**config.mk**
```make
export PLATFORM = sky130hd
export DESIGN_NAME = sgm_path_cost_aggregation_core
export DESIGN_NICKNAME = d
export VERILOG_FILES = /design/src/rtl/sgmpca_pkg.sv /design/src/rtl/sgm_path_cost_aggregation_core.sv
export SDC_FILE = /design/constraint.sdc
export NUM_CORES = 1
export LEC_CHECK = 0
export ABC_AREA = 0
export ABC_CLOCK_PERIOD_IN_PS = 50700
export BUFFER_PORTS_ARGS = -buffer_cell sky130_fd_sc_hd__buf_2
export CAP_MARGIN = 20
export CORE_MARGIN = 4
export CORE_UTILIZATION = 25
export CTS_BUF_LIST = sky130_fd_sc_hd__clkbuf_4
export DETAILED_ROUTE_END_ITERATION = 10
export GPL_ROUTABILITY_DRIVEN = 0
export PLACE_DENSITY = 0.39
export REMOVE_ABC_BUFFERS = 1
export SYNTH_ARGS = -nofsm -noshare
export SYNTH_HDL_FRONTEND = slang
export SYNTH_SLANG_ARGS = --single-unit
```
**constraint.sdc**
```tcl
create_clock -name clk -period 50.7 [get_ports clk]
set_clock_uncertainty 0.2 [all_clocks]
set_input_delay 5.07 -clock clk [delete_from_list [all_inputs] [get_ports clk]]
set_output_delay 5.07 -clock clk [all_outputs]
set_load 0.005 [all_outputs]
```
**src/rtl/sgmpca_pkg.sv**
```systemverilog
`timescale 1ns / 1ps
// ----------------------------------------------------------------------------
// SGM path cost aggregation package
// Shared widths, limits, register indexes and reset values for the path cost
// aggregation core.
// ----------------------------------------------------------------------------
package sgmpca_pkg;

    // Highest disparity index of one pixel (disparities 0..MAX_DISP).
    localparam int MAX_DISP_DEFAULT = 63;

    localparam int MATCH_W = 8;
    localparam int COST_W  = 16;
    localparam int AGG_W   = 20;
    localparam int DISP_OUT_W = 6;
    localparam int CFG_W   = 16;
    localparam int CFG_IDX_W = 1;

    localparam logic [COST_W-1:0] COST_MAX = {COST_W{1'b1}};
    localparam logic [AGG_W-1:0]  AGG_MAX  = {AGG_W{1'b1}};

    localparam logic [CFG_W-1:0] PENALTY_SMALL_RESET = 16'd10;
    localparam logic [CFG_W-1:0] PENALTY_LARGE_RESET = 16'd120;

    // Configuration register indexes.
    localparam logic [CFG_IDX_W-1:0] REG_PENALTY_SMALL = 1'b0;
    localparam logic [CFG_IDX_W-1:0] REG_PENALTY_LARGE = 1'b1;

    // Stream payload widths, rounded up to whole bytes.
    localparam int S_TDATA_W = 32;
    localparam int M_TDATA_W = 48;

endpackage

```
**src/rtl/sgm_path_cost_aggregation_core.sv**
```systemverilog
`timescale 1ns / 1ps
// ----------------------------------------------------------------------------
// SGM path cost aggregation core
// Computes the semi-global matching path cost along one scan path, one
// disparity per transaction, and adds it to an incoming aggregate cost.
// ----------------------------------------------------------------------------
// Structure: an input transaction lands in the input register, and its
//   computed result moves into the result register once that is free or drained.
// Throughput: one transaction per cycle while the output does not stall; the
//   shift line of the previous pixel's costs advances one entry per transaction.
// Reset: rst_n clears all control state and restores the penalties to their
//   defaults at once; there is no clearing pass. The first pixel after reset
//   is always treated as the start of a new path.
module sgm_path_cost_aggregation_core
    import sgmpca_pkg::*;
#(
    parameter int MAX_DISP = MAX_DISP_DEFAULT
)
(
    input  logic                 clk,
    input  logic                 rst_n,

    // Configuration write port.
    input  logic                 cfg_we,
    input  logic [CFG_IDX_W-1:0] cfg_index,
    input  logic [CFG_W-1:0]     cfg_wdata,

    // Input stream.
    input  logic                 s_axis_tvalid,
    output logic                 s_axis_tready,
    // tdata: [7:0] match_cost, [27:8] agg_in, [31:28] zero
    input  logic [S_TDATA_W-1:0] s_axis_tdata,
    // tuser: [0] path_start
    input  logic [0:0]           s_axis_tuser,

    // Output stream.
    output logic                 m_axis_tvalid,
    input  logic                 m_axis_tready,
    // tdata: [15:0] path_cost, [35:16] agg_out, [41:36] disparity, [47:42] zero
    output logic [M_TDATA_W-1:0] m_axis_tdata,
    // tlast: pixel_done, high on the last disparity of the pixel
    output logic                 m_axis_tlast
);

    localparam int DISP_W = (MAX_DISP < 2) ? 1 : $clog2(MAX_DISP + 1);
    localparam logic [DISP_W-1:0] DISP_LAST = DISP_W'(MAX_DISP);

    // ------------------------------------------------------------------------
    // Configuration registers. Write them only while the core is idle; the core does not enforce this.
    // ------------------------------------------------------------------------
    logic [CFG_W-1:0] penalty_small_reg;
    logic [CFG_W-1:0] penalty_large_reg;

    always_ff @(posedge clk or negedge rst_n)
    begin
        if (!rst_n)
        begin
            penalty_small_reg <= PENALTY_SMALL_RESET;
            penalty_large_reg <= PENALTY_LARGE_RESET;
        end
        else if (cfg_we)
        begin
            unique case (cfg_index)
                REG_PENALTY_SMALL: penalty_small_reg <= cfg_wdata;
                REG_PENALTY_LARGE: penalty_large_reg <= cfg_wdata;
                default: ;
            endcase
        end
    end

    // ------------------------------------------------------------------------
    // Handshake. The input register takes a new transaction whenever it is
    // empty or is handing its item to the compute stage in the same cycle.
    // The compute stage advances when the result register is empty or its
    // content is being taken downstream.
    // ------------------------------------------------------------------------
    logic               in_valid_reg;
    logic [MATCH_W-1:0] in_cost_reg;
    logic               in_start_reg;
    logic [AGG_W-1:0]   in_agg_reg;

    logic               out_valid_reg;
    logic [COST_W-1:0]  out_cost_reg;
    logic [AGG_W-1:0]   out_agg_reg;
    logic [DISP_OUT_W-1:0] out_disp_reg;
    logic               out_last_reg;

    logic in_take;
    logic advance;

    assign advance       = in_valid_reg && (!out_valid_reg || m_axis_tready);
    assign s_axis_tready = !in_valid_reg || advance;
    assign in_take       = s_axis_tvalid && s_axis_tready;

    always_ff @(posedge clk or negedge rst_n)
    begin
        if (!rst_n)
        begin
            in_valid_reg <= 1'b0;
        end
        else if (in_take)
        begin
            in_valid_reg <= 1'b1;
        end
        else if (advance)
        begin
            in_valid_reg <= 1'b0;
        end
    end

    always_ff @(posedge clk)
    begin
        if (in_take)
        begin
            in_cost_reg  <= s_axis_tdata[MATCH_W-1:0];
            in_agg_reg   <= s_axis_tdata[MATCH_W +: AGG_W];
            in_start_reg <= s_axis_tuser[0];
        end
    end

    // ------------------------------------------------------------------------
    // Path state. The previous pixel's cost vector lives in a shift line:
    // entry 0 always holds the previous cost at the current disparity and
    // entry 1 the one just above it. Each transaction shifts the line down by
    // one and appends the new cost at the top, so after a whole pixel the line
    // holds that pixel's vector in disparity order.
    // ------------------------------------------------------------------------
    logic [COST_W-1:0] prev_line [0:MAX_DISP];
    logic [COST_W-1:0] prev_min_reg;
    logic [COST_W-1:0] running_min_reg;
    logic [COST_W-1:0] saved_lower_reg;
    logic [DISP_W-1:0] disp_reg;
    logic              first_pixel_reg;

    logic              last;
    logic              first_eff;
    logic [COST_W:0]   cand_lower;
    logic [COST_W:0]   cand_upper;
    logic [COST_W:0]   cand_jump;
    logic [COST_W:0]   best;
    logic [COST_W+1:0] cost_sum;
    logic [COST_W-1:0] cost;
    logic [AGG_W:0]    agg_sum;
    logic [AGG_W-1:0]  agg;
    logic [COST_W-1:0] running_min_next;

    always_comb
    begin
        last      = (disp_reg == DISP_LAST);
        // The path-start flag counts only on disparity 0 and holds for the
        // whole pixel through first_pixel_reg.
        first_eff = first_pixel_reg || ((disp_reg == '0) && in_start_reg);

        cand_lower = {1'b0, saved_lower_reg} + {1'b0, penalty_small_reg};
        cand_upper = {1'b0, prev_line[1]}    + {1'b0, penalty_small_reg};
        cand_jump  = {1'b0, prev_min_reg}    + {1'b0, penalty_large_reg};

        best = {1'b0, prev_line[0]};
        // Disparity 0 has no lower neighbor, the last disparity no upper one.
        if ((disp_reg != '0) && (cand_lower < best))
        begin
            best = cand_lower;
        end
        if (!last && (cand_upper < best))
        begin
            best = cand_upper;
        end
        if (cand_jump < best)
        begin
            best = cand_jump;
        end

        cost_sum = (COST_W+2)'(in_cost_reg) + {1'b0, best};
        if (first_eff)
        begin
            cost = COST_W'(in_cost_reg);
        end
        else if (cost_sum > (COST_W+2)'(COST_MAX))
        begin
            cost = COST_MAX;
        end
        else
        begin
            cost = cost_sum[COST_W-1:0];
        end

        agg_sum = {1'b0, in_agg_reg} + (AGG_W+1)'(cost);
        agg     = agg_sum[AGG_W] ? AGG_MAX : agg_sum[AGG_W-1:0];

        running_min_next = (cost < running_min_reg) ? cost : running_min_reg;
    end

    always_ff @(posedge clk or negedge rst_n)
    begin
        if (!rst_n)
        begin
            prev_min_reg    <= '0;
            running_min_reg <= COST_MAX;
            saved_lower_reg <= '0;
            disp_reg        <= '0;
            first_pixel_reg <= 1'b1;
        end
        else if (advance)
        begin
            saved_lower_reg <= prev_line[0];
            if (last)
            begin
                prev_min_reg    <= running_min_next;
                running_min_reg <= COST_MAX;
                disp_reg        <= '0;
                first_pixel_reg <= 1'b0;
            end
            else
            begin
                running_min_reg <= running_min_next;
                disp_reg        <= disp_reg + 1'b1;
                first_pixel_reg <= first_eff;
            end
        end
    end

    // The shift line holds data only; its content is never read on the first
    // pixel after reset, so it needs no reset.
    always_ff @(posedge clk)
    begin
        if (advance)
        begin
            for (int i = 0; i < MAX_DISP; i++)
            begin
                prev_line[i] <= prev_line[i+1];
            end
            prev_line[MAX_DISP] <= cost;
        end
    end

    // ------------------------------------------------------------------------
    // Result register.
    // ------------------------------------------------------------------------
    always_ff @(posedge clk or negedge rst_n)
    begin
        if (!rst_n)
        begin
            out_valid_reg <= 1'b0;
        end
        else if (advance)
        begin
            out_valid_reg <= 1'b1;
        end
        else if (m_axis_tready)
        begin
            out_valid_reg <= 1'b0;
        end
    end

    always_ff @(posedge clk)
    begin
        if (advance)
        begin
            out_cost_reg <= cost;
            out_agg_reg  <= agg;
            out_disp_reg <= DISP_OUT_W'(disp_reg);
            out_last_reg <= last;
        end
    end

    assign m_axis_tvalid = out_valid_reg;
    assign m_axis_tlast  = out_last_reg;
    assign m_axis_tdata  = {(M_TDATA_W - COST_W - AGG_W - DISP_OUT_W)'(0),
                            out_disp_reg, out_agg_reg, out_cost_reg};

    // ------------------------------------------------------------------------
    // Assertions
    // ------------------------------------------------------------------------
    a_disp_in_range: assert property (@(posedge clk) disable iff (!rst_n)
        disp_reg <= DISP_LAST)
        else $error("disparity counter beyond the last disparity");

    a_wrap_after_last: assert property (@(posedge clk) disable iff (!rst_n)
        (advance && last) |=> (disp_reg == '0) && (running_min_reg == COST_MAX)
                              && !first_pixel_reg)
        else $error("pixel end did not restart the disparity sequence");

    a_agg_covers_cost: assert property (@(posedge clk) disable iff (!rst_n)
        out_valid_reg |-> (out_agg_reg >= AGG_W'(out_cost_reg)))
        else $error("aggregate smaller than the path cost it includes");

    a_min_tracks_cost: assert property (@(posedge clk) disable iff (!rst_n)
        (advance && !last) |=> (running_min_reg <= $past(cost)))
        else $error("running minimum above a cost of the current pixel");

endmodule
```
# After elaboration in Yosys (flattened, before gate mapping)
# Memory sizes are Yosys's and may differ from the RTL's.
# Cells that the tools add are included.
[op_classes]
addsub = 6
magnitude_cmp = 5
n_eq_ne = 1
muxes = 15
bitwise_logic = 1
reduce_logical = 18
[ops]
columns = ["cell", "count"]
rows = [
  ["16-bit 2-to-1 mux", 4],
  ["16-bit by 16-bit adder with 17-bit output", 3],
  ["17-bit 2-to-1 mux", 3],
  ["17-bit < comparator", 2],
  ["20-bit by 16-bit adder with 21-bit output", 1],
  ["8-bit by 17-bit adder with 18-bit output", 1],
  ["18-bit by 16-bit > comparator with 1-bit output (second input constant)", 1],
  ["17-bit by 16-bit < comparator with 1-bit output", 1],
  ["16-bit < comparator", 1],
  ["1-bit 2-to-1 mux", 7],
  ["6-bit by 1-bit adder with 6-bit output (second input constant)", 1],
  ["6-bit == test (second input constant)", 1],
  ["6-bit zero test", 1],
  ["6-bit 2-to-1 mux", 1],
  ["2-bit AND reduction", 3],
  ["6-bit nonzero test", 1],
  ["1-bit logical AND", 5],
  ["2-bit nonzero test", 2],
  ["1-bit zero test", 3],
  ["1-bit logical OR", 3],
  ["1-bit inverter", 1],
]
[word_totals]
reg_bits = 161
mem_bits_rw = 1024
memories = 1
[mem_list]
columns = ["name", "depth", "width", "read_ports", "rd_ports_with_merged_regs", "write_ports", "line", "source"]
rows = [
  ["prev_line", 64, 16, 64, 0, 64, "sgm_path_cost_aggregation_core.sv:128", "logic [COST_W-1:0] prev_line [0:MAX_DISP];"],
]

# Longest topological paths before layout
[depth]
depth_word = 16
ltp_mapped = 75

# Worst setup path after synthesis
# No wires, ideal clock.
[synth_timing]
path_kind = "input port to flip-flop"
start = "input port m_axis_tready"
end = "register running_min_reg[10]"
arrival_time_ns = 39.902
slack_ns = 10.476
cell_stages = 6
path_cell_list = "nand2b_1 > nand2_1 > inv_1 > clkbuf_1 > nand2_1 > o32a_1"
[synth_via]
elab_chain_len = 2
[synth_rtl]
columns = ["element", "line", "source"]
rows = [
  ["from (decl)", "sgm_path_cost_aggregation_core.sv:38", "input logic m_axis_tready,"],
  ["1-bit logical OR", "sgm_path_cost_aggregation_core.sv:91", "assign advance = in_valid_reg && (!out_valid_reg || m_axis_tready);"],
  ["1-bit logical AND", "sgm_path_cost_aggregation_core.sv:91", ""],
  ["net advance", "sgm_path_cost_aggregation_core.sv:89", "logic advance;"],
  ["to (signal assigned)", "sgm_path_cost_aggregation_core.sv:215", "running_min_reg <= running_min_next;"],
  ["to (decl)", "sgm_path_cost_aggregation_core.sv:130", "logic [COST_W-1:0] running_min_reg;"],
]
# The timed path passes the listed nets, and every way through them passes these cells.
# A chain may end at the register's enable or synchronous reset.

# Worst setup path after layout
[layout_timing]
start = "register penalty_small_reg[1]"
end = "register out_agg_reg[14] (data pin)"
[layout_via]
elab_chain_len = 14
[layout_rtl]
columns = ["element", "line", "source"]
rows = [
  ["from (decl)", "sgm_path_cost_aggregation_core.sv:51", "logic [CFG_W-1:0] penalty_small_reg;"],
  ["from (signal assigned)", "sgm_path_cost_aggregation_core.sv:64", "REG_PENALTY_SMALL: penalty_small_reg <= cfg_wdata;"],
  ["16-bit by 16-bit adder with 17-bit output", "sgm_path_cost_aggregation_core.sv:154", "cand_lower = {1'b0, saved_lower_reg} + {1'b0, penalty_small_reg};"],
  ["17-bit by 16-bit < comparator with 1-bit output", "sgm_path_cost_aggregation_core.sv:160", "if ((disp_reg != '0) && (cand_lower < best))"],
  ["1-bit logical AND", "sgm_path_cost_aggregation_core.sv:160", ""],
  ["17-bit 2-to-1 mux", "sgm_path_cost_aggregation_core.sv:160", ""],
  ["17-bit < comparator", "sgm_path_cost_aggregation_core.sv:164", "if (!last && (cand_upper < best))"],
  ["1-bit logical AND", "sgm_path_cost_aggregation_core.sv:164", ""],
  ["17-bit 2-to-1 mux *", "sgm_path_cost_aggregation_core.sv:164", ""],
  ["17-bit < comparator", "sgm_path_cost_aggregation_core.sv:168", "if (cand_jump < best)"],
  ["17-bit 2-to-1 mux *", "sgm_path_cost_aggregation_core.sv:168", ""],
  ["8-bit by 17-bit adder with 18-bit output *", "sgm_path_cost_aggregation_core.sv:173", "cost_sum = (COST_W+2)'(in_cost_reg) + {1'b0, best};"],
  ["18-bit by 16-bit > comparator with 1-bit output", "sgm_path_cost_aggregation_core.sv:178", "else if (cost_sum > (COST_W+2)'(COST_MAX))"],
  ["16-bit 2-to-1 mux *", "sgm_path_cost_aggregation_core.sv:178", ""],
  ["16-bit 2-to-1 mux *", "sgm_path_cost_aggregation_core.sv:174", "if (first_eff)"],
  ["net cost[2]", "sgm_path_cost_aggregation_core.sv:142", "logic [COST_W-1:0] cost;"],
  ["20-bit by 16-bit adder with 21-bit output *", "sgm_path_cost_aggregation_core.sv:187", "agg_sum = {1'b0, in_agg_reg} + (AGG_W+1)'(cost);"],
  ["to (signal assigned)", "sgm_path_cost_aggregation_core.sv:260", "out_agg_reg <= agg;"],
  ["to (decl)", "sgm_path_cost_aggregation_core.sv:84", "logic [AGG_W-1:0] out_agg_reg;"],
]
# Mark *: on every way through the listed nets, which the timed path passes. The rest lies on a longest branch.

==> reports/qor.csv <==
stage,metric,value,unit
global_route,met1_usage,0.115,
sta,report.final.hold_viol_count,0,
yosys,synth_compound_area_frac,0.0604,
floorplan,initial_core_util,0.252,
yosys,synthAdderAreaFrac,0.0426,
setup_path,ff2ff_path_depth,64,
clock_tree,postCtsHoldBufs,0,
yosys,synth_top_area_share,0.767,
drt,viasPerCell,4.10,
hold_path,worstHoldStart,prev_line[0][48],
setup_path,critical_path_buf_inv_count,6,
clock_tree,numCtsBuffers,323,
setup_path,endpoint_kind,register,
setup_path,cp_top_family,compound AO/OA/AOI/OAI gates,
setup_path,slowest_delay,0.64,ns
drt,final_antenna_net_count,0,
drt,first_iter_violations,1423,
yosys,synthXorXnorAreaFrac,0.0124,
floorplan,io_pins,106,
sta,min_period,16.99,ns
sta,tightestPinTransition,1.06,ns
yosys,synthesis.area,42300,sq um
drt,first_pass_iters,5,
global_route,grt_util_met3,0.0266,
setup_path,cpMaxStageDelayCell,a221oi_1,
drt,routedWlPerCell,15.4,microns
floorplan,die-area,176000,sq um
setup_path,crit_fanout,29,
yosys,synth_area_leaders,"edfxtp_1, ha_1, dfrtp_1",
yosys,synth_ff_type,edfxtp_1,
placed_design,hpwl,48000,microns
clock_tree,cts_tree,yes,
floorplan,coreArea,168000,sq um
clock_tree,post_cts_buffers,0,
clock_tree,clockBufferDepth,4,
yosys,yosysTopAreaCell,edfxtp_1,
layout,drive_above_1_share,0.248,
sta,setup_tns,0,ns
sta,period_share,0.335,
sta,fmax,58.9,MHz
setup_path,r2r-start,penalty_small_reg[1],
clock_tree,insertion_delay,1.13,ns
setup_path,arrival,17.64,ns
floorplan,die_x,419,microns
layout,largest_register_ffs,1008,
setup_path,rr_endpoint,out_agg_reg[14],
hold_path,min_path_type,register to register,
clock_tree,cts.clk_slew.worst_paths,0.06,ns
sta,drv_slew,0,
global_route,grt_antenna_before_repair,3,
pwr,power.density,56.2,nW/um^2
clock_tree,post_cts_resize_count,0,
global_route,first_global_vias,21800,
run_status,status,completed,
yosys,yosysSeqAreaShare,0.820,
run,cap_violations,0,
setup_path,startpoint_type,register,
global_route,grt_pass1_wl,122000,microns
sta,maxSlewHeadroom,0.296,
setup_path,cp.required,51.35,ns
setup_path,reg2reg_setup_slack,33.71,ns
layout,nNetsFinal,2863,
setup_path,path_class,register to register,
yosys,synthCells,2269,
drt,vias,20900,
yosys,synth_seq_cells,1169,
clock_tree,cts.sinks,1169,
global_route,use_met2,0.135,
global_route,grt_max_degree,119,
global_route,grt_overflow_total,0,
sta,setup_viol,0,
yosys,synthArstFlopShare,0.0761,
layout,syn2layout_area_growth,16.9,%
yosys,muxShareOfSynthArea,0.0115,
placed_design,port_buffers,95,
setup_path,cp.depth,64,
pwr,vdd.ir_drop.worst,0.0312,mV
setup_path,cpMostUsedCell,o21ai_0,
pwr,leakagePower,17.1,nW
yosys,synth_edf_count,1080,
global_route,busiest_layer,met2,
drt,route.detailed.drc,0,
yosys,yosysWarnings,0,
hold_path,min_to,prev_line[0][32],
layout,fin_util,0.295,
floorplan,fp.dieH,419,microns
global_route,grt_usage,0.0891,
clock_tree,htree_num_levels,5,
sta,rsz0062_at_grt,no,
drt,drt_wl_total,78300,microns
yosys,yosysUniqueCellTypes,82,
yosys,synthSimpleGateAreaFrac,0.0376,
clock_tree,cts_root_buffer,clkbuf_4,
yosys,synth_top_family_by_area,compound AO/OA/AOI/OAI gates,
hold_path,whs_path_depth,0,
floorplan,rows,150,
yosys,syn_area_per_cell,18.6,sq um
==> layout make-up <==
type	count	area [sq um]
Fill cell	16600	118000
Sequential cell	1169	34700
Multi-Input combinational cell	965	6980
Clock buffer	480	3600
Tap cell	2204	2760
Timing Repair Buffer	123	792
Inverter	85	327
Clock inverter	53	265
Antenna cell	10	25.0
==> worst reg2reg max path: cells and delay by family (launching register included) <==
kind	cells	cell delay, ns
AND/OR/NAND/NOR	13	2.97
buffers and inverters	6	1.07
XOR/XNOR	1	0.30
flip-flops	1	0.62
adder cells (fa/ha/maj)	7	2.10
AO/OA/AOI/OAI	37	9.51
==> Yosys cell counts, types with 4 or more instances <==
library cell	count
nor2_1	82
a31o_2	4
buf_1	5
o21bai_1	10
nand3_1	33
nand2b_1	17
dfstp_2	23
nor2b_1	18
inv_1	85
o211ai_1	13
a211oi_1	11
xnor2_1	48
edfxtp_1	1080
xor2_1	12
o21ai_0	75
a32oi_1	18
ha_1	136
nand4_1	14
or2_2	7
and4_1	4
dfrtp_1	66
and2_1	13
or3_1	4
a21oi_1	116
o21a_1	8
o32a_1	6
buf_2	7
o31ai_1	14
a21o_1	23
mux2i_1	7
a21boi_0	8
o22ai_1	11
a31oi_1	16
fa_1	5
nor3_1	18
mux2_2	37
nand2_1	105
and3_1	7
buf_4	23
clkbuf_1	18
==> worst max path at each step <==
stage / from / to / slack (ns)
floorplan: m_axis_tready / prev_min_reg[15] / 14.73
global placement: penalty_small_reg[1] / out_agg_reg[4] / 33.32
detailed placement: penalty_small_reg[1] / out_agg_reg[4] / 33.16
CTS: penalty_small_reg[1] / out_agg_reg[14] / 33.07
global route: penalty_small_reg[1] / out_agg_reg[6] / 31.86
finish: penalty_small_reg[1] / out_agg_reg[14] / 33.71
==> power breakdown <==
part	internal (W)	switching, W	leakage [nW]
Combinational	0.000260	0.000484	4.08
Clock	0.000438	0.000364	2.34
Sequential	0.00119	0.0000422	10.7
Total	0.00189	0.000891	17.1
==> routing by layer <==
metal / up-vias / wire, microns
met5: - / 0
met3: 187 / 4130
li1: 9798 / -
met4: 0 / 2200
met2: 552 / 35800
met1: 10300 / 36200
==> kinds of logic after synthesis <==
group                    count (synthesis)
flip-flops                            1169
AO/OA/AOI/OAI                          380
AND/OR/NAND/NOR                        333
adder cells (fa/ha/maj)                141
buffers and inverters                  140
XOR/XNOR                                60
multiplexers                            44
other                                    2
==> cell usage in the layout, fill, tap and decap left out, drive strengths merged, types with 11 or more instances in the layout <==
master	instances
nand3	33
mux2	37
xor2	12
o22ai	11
nand2b	17
buf	123
nand4	14
ha	136
nor2b	18
clkbuf	480
nor3	19
dfstp	23
a21oi	118
clkinv	46
inv	89
o31ai	15
and2	13
nor2	83
a32oi	18
dfrtp	66
edfxtp	1080
o21ai	79
xnor2	48
o211ai	14
a211oi	11
nand2	106
a21o	23
a31oi	18
==> metrics by stage <==
step | setup slack, ns | hold WS [ns] | cell area, sq um | total power [W] | cells
2_1_floorplan | 14.73 | 0.200 | 42000 | 0.00179 | 2219
3_3_place_gp | 33.32 | 0.200 | 45400 | 0.00198 | 4540
3_5_place_dp | 33.16 | 0.205 | 45400 | 0.00199 | 4540
4_1_cts | 33.07 | 0.130 | 49300 | 0.00283 | 5073
5_1_grt | 31.86 | 0.124 | 49400 | 0.00298 | 5089
6_report | 33.71 | 0.156 | 49400 | 0.00278 | 5089
(Power assumes the default switching activity.)
